**src/rtl/acbp_pkg.sv**
```systemverilog
// Shared types for the ack-clocked burst pacer: event codes and the queued item.
// No dependencies; the front end, queue, back end and top level refer to it by scoped names.
package acbp_pkg;

	typedef enum logic [2:0] {
		OP_INIT     = 3'd0,
		OP_RECONF   = 3'd1,
		OP_SCHED    = 3'd2,
		OP_SENT     = 3'd3,
		OP_NOT_SENT = 3'd4,
		OP_ACKED    = 3'd5,
		OP_QUERY    = 3'd6
	} op_t;

	typedef struct packed {
		op_t         op;
		logic        stream_pkt;
		logic [15:0] new_max;
		logic [63:0] acked_bytes;
		logic [15:0] bytes_per_token;
		logic        size_zero;
	} item_t;

	typedef struct packed {
		logic        can_send;
		logic        can_probe;
		logic [15:0] token_count;
		logic [15:0] bucket_max;
		logic [31:0] sent_count;
		logic        blocked;
		logic        refilled;
		logic        resumed;
	} res_t;

	typedef struct packed {
		logic full;
		logic empty;
	} q_stat_t;

endpackage

```
**src/rtl/acbp_if.sv**
```systemverilog
// Valid/ready channel interfaces for the pacer: event requests and result responses.
// Stand-alone; no package needed.
interface acbp_req_if;
	logic        valid;
	logic        ready;
	logic [2:0]  op;
	logic        stream_pkt;
	logic [15:0] new_max;
	logic [63:0] acked_bytes;
	logic [15:0] bytes_per_token;

	modport source(output valid, op, stream_pkt, new_max, acked_bytes, bytes_per_token,
		input ready);
	modport sink(input valid, op, stream_pkt, new_max, acked_bytes, bytes_per_token,
		output ready);
endinterface

interface acbp_rsp_if;
	logic        valid;
	logic        ready;
	logic        can_send;
	logic        can_probe;
	logic [15:0] token_count;
	logic [15:0] bucket_max;
	logic [31:0] sent_count;
	logic        blocked;
	logic        refilled;
	logic        resumed;

	modport source(output valid, can_send, can_probe, token_count, bucket_max,
		sent_count, blocked, refilled, resumed, input ready);
	modport sink(input valid, can_send, can_probe, token_count, bucket_max,
		sent_count, blocked, refilled, resumed, output ready);
endinterface

```
**src/rtl/acbp_front.sv**
```systemverilog
// Front end: accepts request transactions, decodes the event code and registers the item.
// Depends on acbp_pkg and acbp_req_if; feeds acbp_queue.
module acbp_front (
	input  logic                clk,
	input  logic                arst_n,
	acbp_req_if.sink            req,
	input  acbp_pkg::q_stat_t   q_stat,
	output logic                push,
	output acbp_pkg::item_t     push_item
);

	logic            v_s1;
	acbp_pkg::item_t item_s1;
	acbp_pkg::item_t dec;
	logic            take;

	always_comb begin
		dec.stream_pkt      = req.stream_pkt;
		dec.new_max         = req.new_max;
		dec.acked_bytes     = req.acked_bytes;
		dec.bytes_per_token = req.bytes_per_token;
		dec.size_zero       = (req.bytes_per_token == 16'd0);
		// the spare code behaves as a query
		if (req.op > acbp_pkg::OP_QUERY) begin
			dec.op = acbp_pkg::OP_QUERY;
		end else begin
			dec.op = acbp_pkg::op_t'(req.op);
		end
	end

	assign push      = v_s1 && !q_stat.full;
	assign req.ready = !v_s1 || !q_stat.full;
	assign take      = req.valid && req.ready;
	assign push_item = item_s1;

	always_ff @(posedge clk or negedge arst_n) begin
		if (!arst_n) begin
			v_s1 <= 1'b0;
		end else if (take) begin
			v_s1 <= 1'b1;
		end else if (push) begin
			v_s1 <= 1'b0;
		end
	end

	always_ff @(posedge clk) begin
		if (take) begin
			item_s1 <= dec;
		end
	end

endmodule

```
**src/rtl/acbp_queue.sv**
```systemverilog
// Two-entry queue between front and back end of the pacer.
// Depends on acbp_pkg for the item and status types.
module acbp_queue (
	input  logic              clk,
	input  logic              arst_n,
	input  logic              push,
	input  acbp_pkg::item_t   push_item,
	input  logic              pop,
	output acbp_pkg::item_t   pop_item,
	output acbp_pkg::q_stat_t q_stat
);

	acbp_pkg::item_t mem [2];
	logic            wr_ptr_q;
	logic            rd_ptr_q;
	logic [1:0]      cnt_q;

	assign q_stat.full  = (cnt_q == 2'd2);
	assign q_stat.empty = (cnt_q == 2'd0);
	assign pop_item     = mem[rd_ptr_q];

	always_ff @(posedge clk or negedge arst_n) begin
		if (!arst_n) begin
			wr_ptr_q <= 1'b0;
			rd_ptr_q <= 1'b0;
			cnt_q    <= 2'd0;
		end else begin
			if (push) begin
				wr_ptr_q <= !wr_ptr_q;
			end
			if (pop) begin
				rd_ptr_q <= !rd_ptr_q;
			end
			if (push && !pop) begin
				cnt_q <= cnt_q + 2'd1;
			end else if (pop && !push) begin
				cnt_q <= cnt_q - 2'd1;
			end
		end
	end

	always_ff @(posedge clk) begin
		if (push) begin
			mem[wr_ptr_q] <= push_item;
		end
	end

endmodule

```
**src/rtl/acbp_back.sv**
```systemverilog
// Back end: holds the bucket state, runs each event and the serial ack divider,
// and drives the result register. Depends on acbp_pkg and acbp_rsp_if.
module acbp_back #(
	parameter int TOKEN_BITS = 16,
	parameter int SENT_BITS  = 32
) (
	input  logic                clk,
	input  logic                arst_n,
	input  acbp_pkg::q_stat_t   q_stat,
	input  acbp_pkg::item_t     pop_item,
	output logic                pop,
	acbp_rsp_if.source          rsp
);

	localparam int DIV_STEPS = 64;
	localparam int CNT_BITS  = $clog2(DIV_STEPS);

	typedef enum logic [2:0] {
		ST_IDLE,
		ST_EXEC,
		ST_DIV,
		ST_PREP,
		ST_COMMIT
	} state_t;

	state_t                 state_q;
	acbp_pkg::item_t        item_q;
	logic [TOKEN_BITS-1:0]  tok_q;
	logic [TOKEN_BITS-1:0]  cap_q;
	logic [SENT_BITS-1:0]   sent_q;
	logic                   bp_q;
	logic [63:0]            base_q;

	logic [63:0]            n_q;
	logic [15:0]            rem_q;
	logic [CNT_BITS-1:0]    cnt_q;
	logic                   sat_q;
	logic [31:0]            qs_q;
	logic [63:0]            prod_q;

	logic                   out_valid_q;
	acbp_pkg::res_t         res_q;

	logic [31:0]            nmax32;
	logic [TOKEN_BITS-1:0]  nmax;
	logic [64:0]            diff;
	logic                   ack_go;
	logic                   out_free;
	logic                   commit;
	logic [16:0]            trial;
	logic                   trial_ge;
	logic [16:0]            trial_sub;
	logic [TOKEN_BITS-1:0]  head;
	logic [TOKEN_BITS-1:0]  tok_n;
	logic [TOKEN_BITS-1:0]  cap_n;
	logic [SENT_BITS-1:0]   sent_n;
	logic                   bp_n;
	logic [63:0]            base_n;
	logic                   refilled;
	logic                   resumed;
	logic [31:0]            rep_tok32;
	logic [31:0]            cap32;
	logic [31:0]            rep_sent32;
	acbp_pkg::res_t         res_n;

	assign nmax32   = {16'd0, item_q.new_max};
	assign nmax     = nmax32[TOKEN_BITS-1:0];
	assign diff     = {1'b0, item_q.acked_bytes} - {1'b0, base_q};
	assign ack_go   = (item_q.op == acbp_pkg::OP_ACKED) && !item_q.size_zero && !diff[64];
	assign out_free = !out_valid_q || rsp.ready;
	assign commit   = out_free && ((state_q == ST_EXEC && !ack_go) || state_q == ST_COMMIT);
	assign pop      = (state_q == ST_IDLE) && !q_stat.empty;

	// restoring division step, one quotient bit a cycle
	assign trial     = {rem_q, n_q[63]};
	assign trial_ge  = trial >= {1'b0, item_q.bytes_per_token};
	assign trial_sub = trial - {1'b0, item_q.bytes_per_token};
	assign head      = cap_q - tok_q;

	always_comb begin
		tok_n    = tok_q;
		cap_n    = cap_q;
		sent_n   = sent_q;
		bp_n     = bp_q;
		base_n   = base_q;
		refilled = 1'b0;
		resumed  = 1'b0;
		case (item_q.op)
			acbp_pkg::OP_INIT: begin
				cap_n  = nmax;
				tok_n  = nmax;
				sent_n = '0;
				bp_n   = 1'b0;
				base_n = item_q.acked_bytes;
			end
			acbp_pkg::OP_RECONF: begin
				cap_n = nmax;
				if (tok_q > nmax) begin
					tok_n = nmax;
				end
			end
			acbp_pkg::OP_SCHED: begin
				if (item_q.stream_pkt && tok_q != '0) begin
					tok_n = tok_q - TOKEN_BITS'(1);
				end
			end
			acbp_pkg::OP_SENT: begin
				if (item_q.stream_pkt && !(&sent_q)) begin
					sent_n = sent_q + SENT_BITS'(1);
				end
			end
			acbp_pkg::OP_NOT_SENT: begin
				if (!bp_q) begin
					tok_n  = '0;
					sent_n = '0;
					bp_n   = 1'b1;
				end
			end
			acbp_pkg::OP_ACKED: begin
				if (state_q == ST_COMMIT && qs_q != 32'd0) begin
					base_n = sat_q ? (base_q + prod_q)
						: (item_q.acked_bytes - {48'd0, rem_q});
					if (tok_q == '0) begin
						sent_n = '0;
					end
					if (tok_q >= cap_q || qs_q >= 32'(head)) begin
						tok_n = cap_q;
					end else begin
						tok_n = tok_q + qs_q[TOKEN_BITS-1:0];
					end
					refilled = 1'b1;
					bp_n     = 1'b0;
					resumed  = bp_q;
				end
			end
			default: begin
			end
		endcase
	end

	always_comb begin
		// not_sent reports the counters as they stood before it
		if (item_q.op == acbp_pkg::OP_NOT_SENT) begin
			rep_tok32     = 32'(tok_q);
			rep_sent32    = 32'(sent_q);
			res_n.blocked = bp_q;
		end else begin
			rep_tok32     = 32'(tok_n);
			rep_sent32    = 32'(sent_n);
			res_n.blocked = bp_n;
		end
		cap32             = 32'(cap_n);
		res_n.can_send    = (tok_n != '0);
		res_n.can_probe   = (tok_n > TOKEN_BITS'(1));
		res_n.token_count = rep_tok32[15:0];
		res_n.bucket_max  = cap32[15:0];
		res_n.sent_count  = rep_sent32;
		res_n.refilled    = refilled;
		res_n.resumed     = resumed;
	end

	always_ff @(posedge clk or negedge arst_n) begin
		if (!arst_n) begin
			state_q     <= ST_IDLE;
			tok_q       <= '0;
			cap_q       <= '0;
			sent_q      <= '0;
			bp_q        <= 1'b0;
			base_q      <= '0;
			cnt_q       <= '0;
			out_valid_q <= 1'b0;
		end else begin
			if (commit) begin
				tok_q       <= tok_n;
				cap_q       <= cap_n;
				sent_q      <= sent_n;
				bp_q        <= bp_n;
				base_q      <= base_n;
				out_valid_q <= 1'b1;
			end else if (rsp.ready) begin
				out_valid_q <= 1'b0;
			end
			case (state_q)
				ST_IDLE: begin
					if (pop) begin
						state_q <= ST_EXEC;
					end
				end
				ST_EXEC: begin
					if (ack_go) begin
						cnt_q   <= '0;
						state_q <= ST_DIV;
					end else if (out_free) begin
						state_q <= ST_IDLE;
					end
				end
				ST_DIV: begin
					cnt_q <= cnt_q + CNT_BITS'(1);
					if (cnt_q == CNT_BITS'(DIV_STEPS - 1)) begin
						state_q <= ST_PREP;
					end
				end
				ST_PREP: begin
					state_q <= ST_COMMIT;
				end
				ST_COMMIT: begin
					if (out_free) begin
						state_q <= ST_IDLE;
					end
				end
				default: begin
					state_q <= ST_IDLE;
				end
			endcase
		end
	end

	always_ff @(posedge clk) begin
		if (pop) begin
			item_q <= pop_item;
		end
		if (commit) begin
			res_q <= res_n;
		end
		if (state_q == ST_EXEC) begin
			n_q   <= diff[63:0];
			rem_q <= '0;
		end else if (state_q == ST_DIV) begin
			n_q   <= {n_q[62:0], trial_ge};
			rem_q <= trial_ge ? trial_sub[15:0] : trial[15:0];
		end
		if (state_q == ST_PREP) begin
			// saturated quotient advances the baseline by size * (2^32 - 1)
			sat_q  <= |n_q[63:32];
			qs_q   <= (|n_q[63:32]) ? 32'hFFFF_FFFF : n_q[31:0];
			prod_q <= {16'd0, item_q.bytes_per_token, 32'd0} - {48'd0, item_q.bytes_per_token};
		end
	end

	assign rsp.valid       = out_valid_q;
	assign rsp.can_send    = res_q.can_send;
	assign rsp.can_probe   = res_q.can_probe;
	assign rsp.token_count = res_q.token_count;
	assign rsp.bucket_max  = res_q.bucket_max;
	assign rsp.sent_count  = res_q.sent_count;
	assign rsp.blocked     = res_q.blocked;
	assign rsp.refilled    = res_q.refilled;
	assign rsp.resumed     = res_q.resumed;

endmodule

```
**src/rtl/ack_clocked_burst_pacer.sv**
```systemverilog
// Ack-clocked burst pacer. A request passes the front-end register, the two-entry queue and
// the back end before its result is registered; an acked event that runs the divider
// (nonzero size, no regression) also passes the one-bit-a-cycle divider and a prepare state.
// The back end takes a new event only once the last result is committed, while the queue
// keeps requests flowing. Reset (arst_n low, asynchronous): bucket, capacity, sent count,
// backpressure and ack baseline cleared; queue and result register emptied.
module ack_clocked_burst_pacer #(
	parameter int TOKEN_BITS = 16,
	parameter int SENT_BITS  = 32
) (
	input  logic        clk,
	input  logic        arst_n,
	acbp_req_if.sink    req,
	acbp_rsp_if.source  rsp
);

	acbp_pkg::q_stat_t q_stat;
	acbp_pkg::item_t   push_item;
	acbp_pkg::item_t   pop_item;
	logic              push;
	logic              pop;

	acbp_front u_front (
		.clk       (clk),
		.arst_n    (arst_n),
		.req       (req),
		.q_stat    (q_stat),
		.push      (push),
		.push_item (push_item)
	);

	acbp_queue u_queue (
		.clk       (clk),
		.arst_n    (arst_n),
		.push      (push),
		.push_item (push_item),
		.pop       (pop),
		.pop_item  (pop_item),
		.q_stat    (q_stat)
	);

	acbp_back #(
		.TOKEN_BITS (TOKEN_BITS),
		.SENT_BITS  (SENT_BITS)
	) u_back (
		.clk      (clk),
		.arst_n   (arst_n),
		.q_stat   (q_stat),
		.pop_item (pop_item),
		.pop      (pop),
		.rsp      (rsp)
	);

`ifndef SYNTHESIS
	a_resume_needs_refill: assert property (@(posedge clk) disable iff (!arst_n)
		rsp.valid && rsp.resumed |-> rsp.refilled)
		else $error("resume reported without a refill");

	a_refill_clears_block: assert property (@(posedge clk) disable iff (!arst_n)
		rsp.valid && rsp.refilled |-> !rsp.blocked)
		else $error("refill left backpressure set");

	a_tokens_within_cap: assert property (@(posedge clk) disable iff (!arst_n)
		rsp.valid && (TOKEN_BITS <= 16) |-> rsp.token_count <= rsp.bucket_max)
		else $error("token count above bucket capacity");
`endif

endmodule
```
**src/flat_wrapper.sv**
```systemverilog
// flat-port wrapper written by rule: the top's interface ports become plain ports
module ack_clocked_burst_pacer_flat 
#(
	parameter int TOKEN_BITS = 16,
	parameter int SENT_BITS  = 32
)
  (clk, arst_n, req_valid, req_op, req_stream_pkt, req_new_max, req_acked_bytes, req_bytes_per_token, req_ready, rsp_valid, rsp_can_send, rsp_can_probe, rsp_token_count, rsp_bucket_max, rsp_sent_count, rsp_blocked, rsp_refilled, rsp_resumed, rsp_ready);
  acbp_req_if req_i ();
  acbp_rsp_if rsp_i ();
  input  logic clk;
  input  logic arst_n;
  input wire logic [$bits(req_i.valid)-1:0] req_valid;
  input wire logic [$bits(req_i.op)-1:0] req_op;
  input wire logic [$bits(req_i.stream_pkt)-1:0] req_stream_pkt;
  input wire logic [$bits(req_i.new_max)-1:0] req_new_max;
  input wire logic [$bits(req_i.acked_bytes)-1:0] req_acked_bytes;
  input wire logic [$bits(req_i.bytes_per_token)-1:0] req_bytes_per_token;
  output wire logic [$bits(req_i.ready)-1:0] req_ready;
  output wire logic [$bits(rsp_i.valid)-1:0] rsp_valid;
  output wire logic [$bits(rsp_i.can_send)-1:0] rsp_can_send;
  output wire logic [$bits(rsp_i.can_probe)-1:0] rsp_can_probe;
  output wire logic [$bits(rsp_i.token_count)-1:0] rsp_token_count;
  output wire logic [$bits(rsp_i.bucket_max)-1:0] rsp_bucket_max;
  output wire logic [$bits(rsp_i.sent_count)-1:0] rsp_sent_count;
  output wire logic [$bits(rsp_i.blocked)-1:0] rsp_blocked;
  output wire logic [$bits(rsp_i.refilled)-1:0] rsp_refilled;
  output wire logic [$bits(rsp_i.resumed)-1:0] rsp_resumed;
  input wire logic [$bits(rsp_i.ready)-1:0] rsp_ready;
  assign req_i.valid = req_valid;
  assign req_i.op = req_op;
  assign req_i.stream_pkt = req_stream_pkt;
  assign req_i.new_max = req_new_max;
  assign req_i.acked_bytes = req_acked_bytes;
  assign req_i.bytes_per_token = req_bytes_per_token;
  assign req_ready = req_i.ready;
  assign rsp_valid = rsp_i.valid;
  assign rsp_can_send = rsp_i.can_send;
  assign rsp_can_probe = rsp_i.can_probe;
  assign rsp_token_count = rsp_i.token_count;
  assign rsp_bucket_max = rsp_i.bucket_max;
  assign rsp_sent_count = rsp_i.sent_count;
  assign rsp_blocked = rsp_i.blocked;
  assign rsp_refilled = rsp_i.refilled;
  assign rsp_resumed = rsp_i.resumed;
  assign rsp_i.ready = rsp_ready;
  ack_clocked_burst_pacer #(.TOKEN_BITS(TOKEN_BITS), .SENT_BITS(SENT_BITS)) u_core (.clk(clk), .arst_n(arst_n), .req(req_i), .rsp(rsp_i));
endmodule
```
**config.mk**
```make
export PLATFORM = sky130hd
export DESIGN_NAME = ack_clocked_burst_pacer_flat
export DESIGN_NICKNAME = d
export VERILOG_FILES = /design/src/rtl/acbp_pkg.sv /design/src/rtl/acbp_if.sv /design/src/rtl/acbp_front.sv /design/src/rtl/acbp_queue.sv /design/src/rtl/acbp_back.sv /design/src/rtl/ack_clocked_burst_pacer.sv /design/src/flat_wrapper.sv
export SDC_FILE = /design/constraint.sdc
export NUM_CORES = 2
export LEC_CHECK = 0
export BUFFER_PORTS_ARGS = -buffer_cell sky130_fd_sc_hd__buf_2
export CAP_MARGIN = 10
export CELL_PAD_IN_SITES_DETAIL_PLACEMENT = 1
export CELL_PAD_IN_SITES_GLOBAL_PLACEMENT = 2
export CORE_MARGIN = 2
export CORE_UTILIZATION = 38
export CTS_CLUSTER_DIAMETER = 120
export DETAILED_ROUTE_END_ITERATION = 7
export PLACE_DENSITY_LB_ADDON = 0.1
export SETUP_SLACK_MARGIN = 0.3
export SYNTH_ARGS = -nofsm -noshare
export SYNTH_HDL_FRONTEND = slang
export SYNTH_SLANG_ARGS = --single-unit
```
**constraint.sdc**
```tcl
create_clock -name clk -period 5.5 [get_ports clk]
set_input_delay 0.55 -clock clk [delete_from_list [all_inputs] [get_ports clk]]
set_output_delay 0.55 -clock clk [all_outputs]
set_load 0.03 [all_outputs]
```
==> out/metrics.csv <==
stage,metric,value,unit
setup_path,Top delay family on crit path,compound AO/OA/AOI/OAI gates,
setup_path,endpoint class of the critical path,flop,
floorplanning,Core Footprint,113000,sq um
finish,synthesis-to-finish area growth,15.0,%
setup_path,R2R cell count,29,
finish,FILL cells,12300,
outcome,status,"finished, violations left",
finish,Final nets,4667,
drt,Via Count,32700,
timing,"Hold Violations, Final",0,
floorplanning,Core Rows,123,
timing,Fin Clk Skew,0.0456,ns
clocking,CTS tree,built,
timing,"Slew Viols, Final",0,
timing,final setup margin,-0.237,ns
setup_path,CP Class,reg -> reg,
setup_path,crit start category,flop,
placed_design,GP Congestion,0.895,
synth,syn_area_per_cell,10.5,sq um
setup_path,WP data required,5.90,ns
synth,most common flop cell mapped by yosys,edfxtp_1,
worst_hold_path,HP Class,in -> reg,
clocking,clk sinks,778,
setup_path,"most used cell, CP",buf_4,
clocking,cts bufs inserted,89,
drt,Max Used Layer,met4,
placed_design,port bufs,174,
drt,DR WL/cell,22.9,um
timing,fin crit share,1.04,
drt,Residual DRC,0,
setup_path,Reg2Reg Setup Slack,-0.24,ns
global_routing,largest net degree at the start of global routing,84,
timing,Final min period,5.74,ns
drt,met3 routed WL,4.88,mm
clocking,CTS Root Cell,clkbuf_16,
drt,met2 WL,63.7,mm
synth,synthesized flop and latch total,778,
floorplanning,initial core utilization,0.384,
synth,top-count cell post-synth,edfxtp_1,
pwr,Power Density,719,nW/um^2
drt,DRT Pass-1 Iters,5,
floorplanning,Die H,342,um
global_routing,total gr overflow,0,
setup_path,Worst R2R End,u_core.u_back.rsp.can_send$_DFFE_PP_,
setup_path,CP Max Fanout,4,
synth,Synth area leaders,"edfxtp_1 (43%), dfrtp_1 (8.3%), ha_1 (6.6%), o21ai_0 (3.9%), nand2_1 (3.8%)",
synth,Netlist Area Pre-Place,43300,sq um
pwr,maximum vdd drop,0.000475,V
global_routing,initial antenna violation count,1,
timing,Fin Hold WS,0.0526,ns
floorplanning,die area,117000,sq um
setup_path,critical path's largest stage delay,0.49,ns
pwr,Tot Pwr,0.0358,W
setup_path,Crit path buffers/inverters,12,
global_routing,vias in the first global route,33500,
finish,antenna fix cells,0,
clocking,CTS H-tree depth,3,
timing,RSZ-0062 raised after global routing,true,
timing,Setup Viol. Count Final,2,
worst_hold_path,Hold Path Cell Cnt,1,
drt,Initial DRC Count,1976,
timing,Achievable Freq,174,MHz
synth,ys async rst share,0.185,
clocking,CTS max path bufs,3,
worst_hold_path,hold wc startpoint,req_acked_bytes[63],
synth,Post-synth top cells,"edfxtp_1 (618), nand2_1 (441), o21ai_0 (333), a21oi_1 (308), nor2_1 (241)",
setup_path,CP arrival,6.14,ns
synth,Synth Net Count,4451,
finish,share of layout cells above drive strength 1,0.148,
synth,cell type with the highest aggregate area in the netlist,edfxtp_1,
setup_path,critical path's slowest cell,or4b_4,
placed_design,post-placement cell area,46300,sq um
timing,Slew headroom,0.287,
drt,ANT nets after route,0,
synth,share of the synthesized area in the top cell type,0.429,
floorplanning,die extent in x,342,um
synth,"Distinct cells, synth",93,
timing,Least-Margin Pin Slew,1.06,ns
global_routing,first-pass GRT wire length,207,mm
synth,"EDFF count, synth",618,
outcome,failing checks,setup timing,
pwr,P_leak,19.0,nW
run,max-cap viol count,0,
synth,"Seq/Total Area, Yosys",0.519,
drt,routed wire length,135,mm
finish,Layout Cell Area excl Fill,49800,sq um
global_routing,gr usage total,0.231,
placed_design,Detail Placement HPWL,102,mm
drt,WL met1,63.4,mm
synth,warnings from Yosys,0,
finish,Post-Route Utilization,0.441,
drt,vias per cell,5.54,
clocking,clock slew at reported path FFs,0.06,ns
setup_path,FF-to-FF Start,u_core.u_back.tok_q[1]$_DFFE_PN0P_,
worst_hold_path,worst min-delay path endpoint,u_core.u_front.push_item[80]$_DFFE_PP_,
clocking,"Clk Latency, worst-skew pair",0.69,ns
synth,cells after synthesis,4112,
floorplanning,num ports,175,
## power by group
| part | switching (W) | internal [W] | total (W) |
|---|---|---|---|
| sequential | 0.00192 | 0.00930 | 0.0112 |
| clock | 0.00257 | 0.00379 | 0.00636 |
| combinational | 0.0114 | 0.00680 | 0.0182 |
| total | 0.0159 | 0.0199 | 0.0358 |
## area by class of cell
type | count | area [sq um] | share of cell area
inverters | 202 | 763 | 0.0153
clock inverters | 67 | 832 | 0.0167
clock buffers | 99 | 2290 | 0.0461
multi-input cells | 2949 | 19600 | 0.393
repair buffers | 308 | 1980 | 0.0399
flip-flops and latches | 778 | 22500 | 0.452
well taps | 1500 | 1880 | 0.0377
## sequential cells by signal, indices dropped and copies added (netlist names), 32 cells and up
register and flops:
u_core.u_back.qs_q 32, u_core.u_back.rsp.sent_count 32, u_core.u_front.push_item 101, u_core.u_queue.mem 202
u_core.u_back.n_q 64, u_core.u_back.prod_q 48, u_core.u_back.item_q 85, u_core.u_back.sent_q 32
u_core.u_back.base_q 64
## per-stage QoR
| stage | setup TNS [ns] | setup slack [ns] | std cells |
|---|---|---|---|
| final | -0.354 | -0.237 | 5903 |
| after detailed placement | -0.415 | -0.253 | 5715 |
| after floorplan | 0 | 0.217 | 4112 |
| after CTS | 0 | 0.0406 | 5898 |
| after global placement | -0.276 | -0.184 | 5715 |
| after global routing | -0.622 | -0.366 | 5903 |
## cells by family after synthesis
logic type,share of synthesized area
AND/OR/NAND/NOR,0.135
AO/OA/AOI/OAI,0.171
flip-flops,0.519
buffers and inverters,0.0338
adder cells (fa/ha/maj),0.0690
XOR/XNOR,0.0378
multiplexers,0.0336
other,0.0000866
## routing by layer
metal	vias to the layer above	GRT usage
li1	15800	-
met1	16100	0.320
met2	636	0.383
met3	167	0.0263
met4	0	0.0595
met5	-	0
## cells in the final DEF (no fill, tap or decap), types with 20 or more instances in the layout
cell / instances
nand2b_1: 45
nand3_1: 77
nand4_1: 62
mux2_2: 108
nor2_1: 237
inv_1: 197
nor2b_1: 26
o31ai_1: 44
xor2_1: 72
nand2_1: 438
mux2i_1: 24
o21ai_0: 331
nor3_1: 91
edfxtp_1: 618
a21o_1: 111
and3_1: 28
nor4_1: 50
a221oi_1: 23
a31oi_1: 35
or3_1: 59
and2_1: 20
dfrtp_1: 142
o21bai_1: 35
o211ai_1: 33
a21oi_1: 302
a211oi_1: 35
xnor2_1: 114
ha_1: 226
o21a_1: 33
clkbuf_16: 89
buf_2: 173
buf_4: 120
## worst max path at each step
stage	startpoint	to	cells after the start
finish	u_core.u_back.tok_q[1]$_DFFE_PN0P_	u_core.u_back.rsp.can_send$_DFFE_PP_	29
global route	u_core.u_back.tok_q[1]$_DFFE_PN0P_	u_core.u_back.rsp.can_send$_DFFE_PP_	24
CTS	u_core.u_back.tok_q[1]$_DFFE_PN0P_	u_core.u_back.rsp.can_send$_DFFE_PP_	24
detailed placement	u_core.u_back.tok_q[1]$_DFFE_PN0P_	u_core.u_back.rsp.can_send$_DFFE_PP_	24
global placement	u_core.u_back.tok_q[1]$_DFFE_PN0P_	u_core.u_back.rsp.can_send$_DFFE_PP_	24
floorplan	u_core.u_back.tok_q[2]$_DFFE_PN0P_	u_core.u_back.rsp.can_send$_DFFE_PP_	24
## what timing repair did
action                     CTS  global route
resized for setup           14            18
setup endpoints to repair    3             4
hold buffers                 2             0
buffers inserted            15             3
pin swaps                   30            14
hold endpoints to repair    62             0
Note: power is estimated with default switching activity, not from simulation.
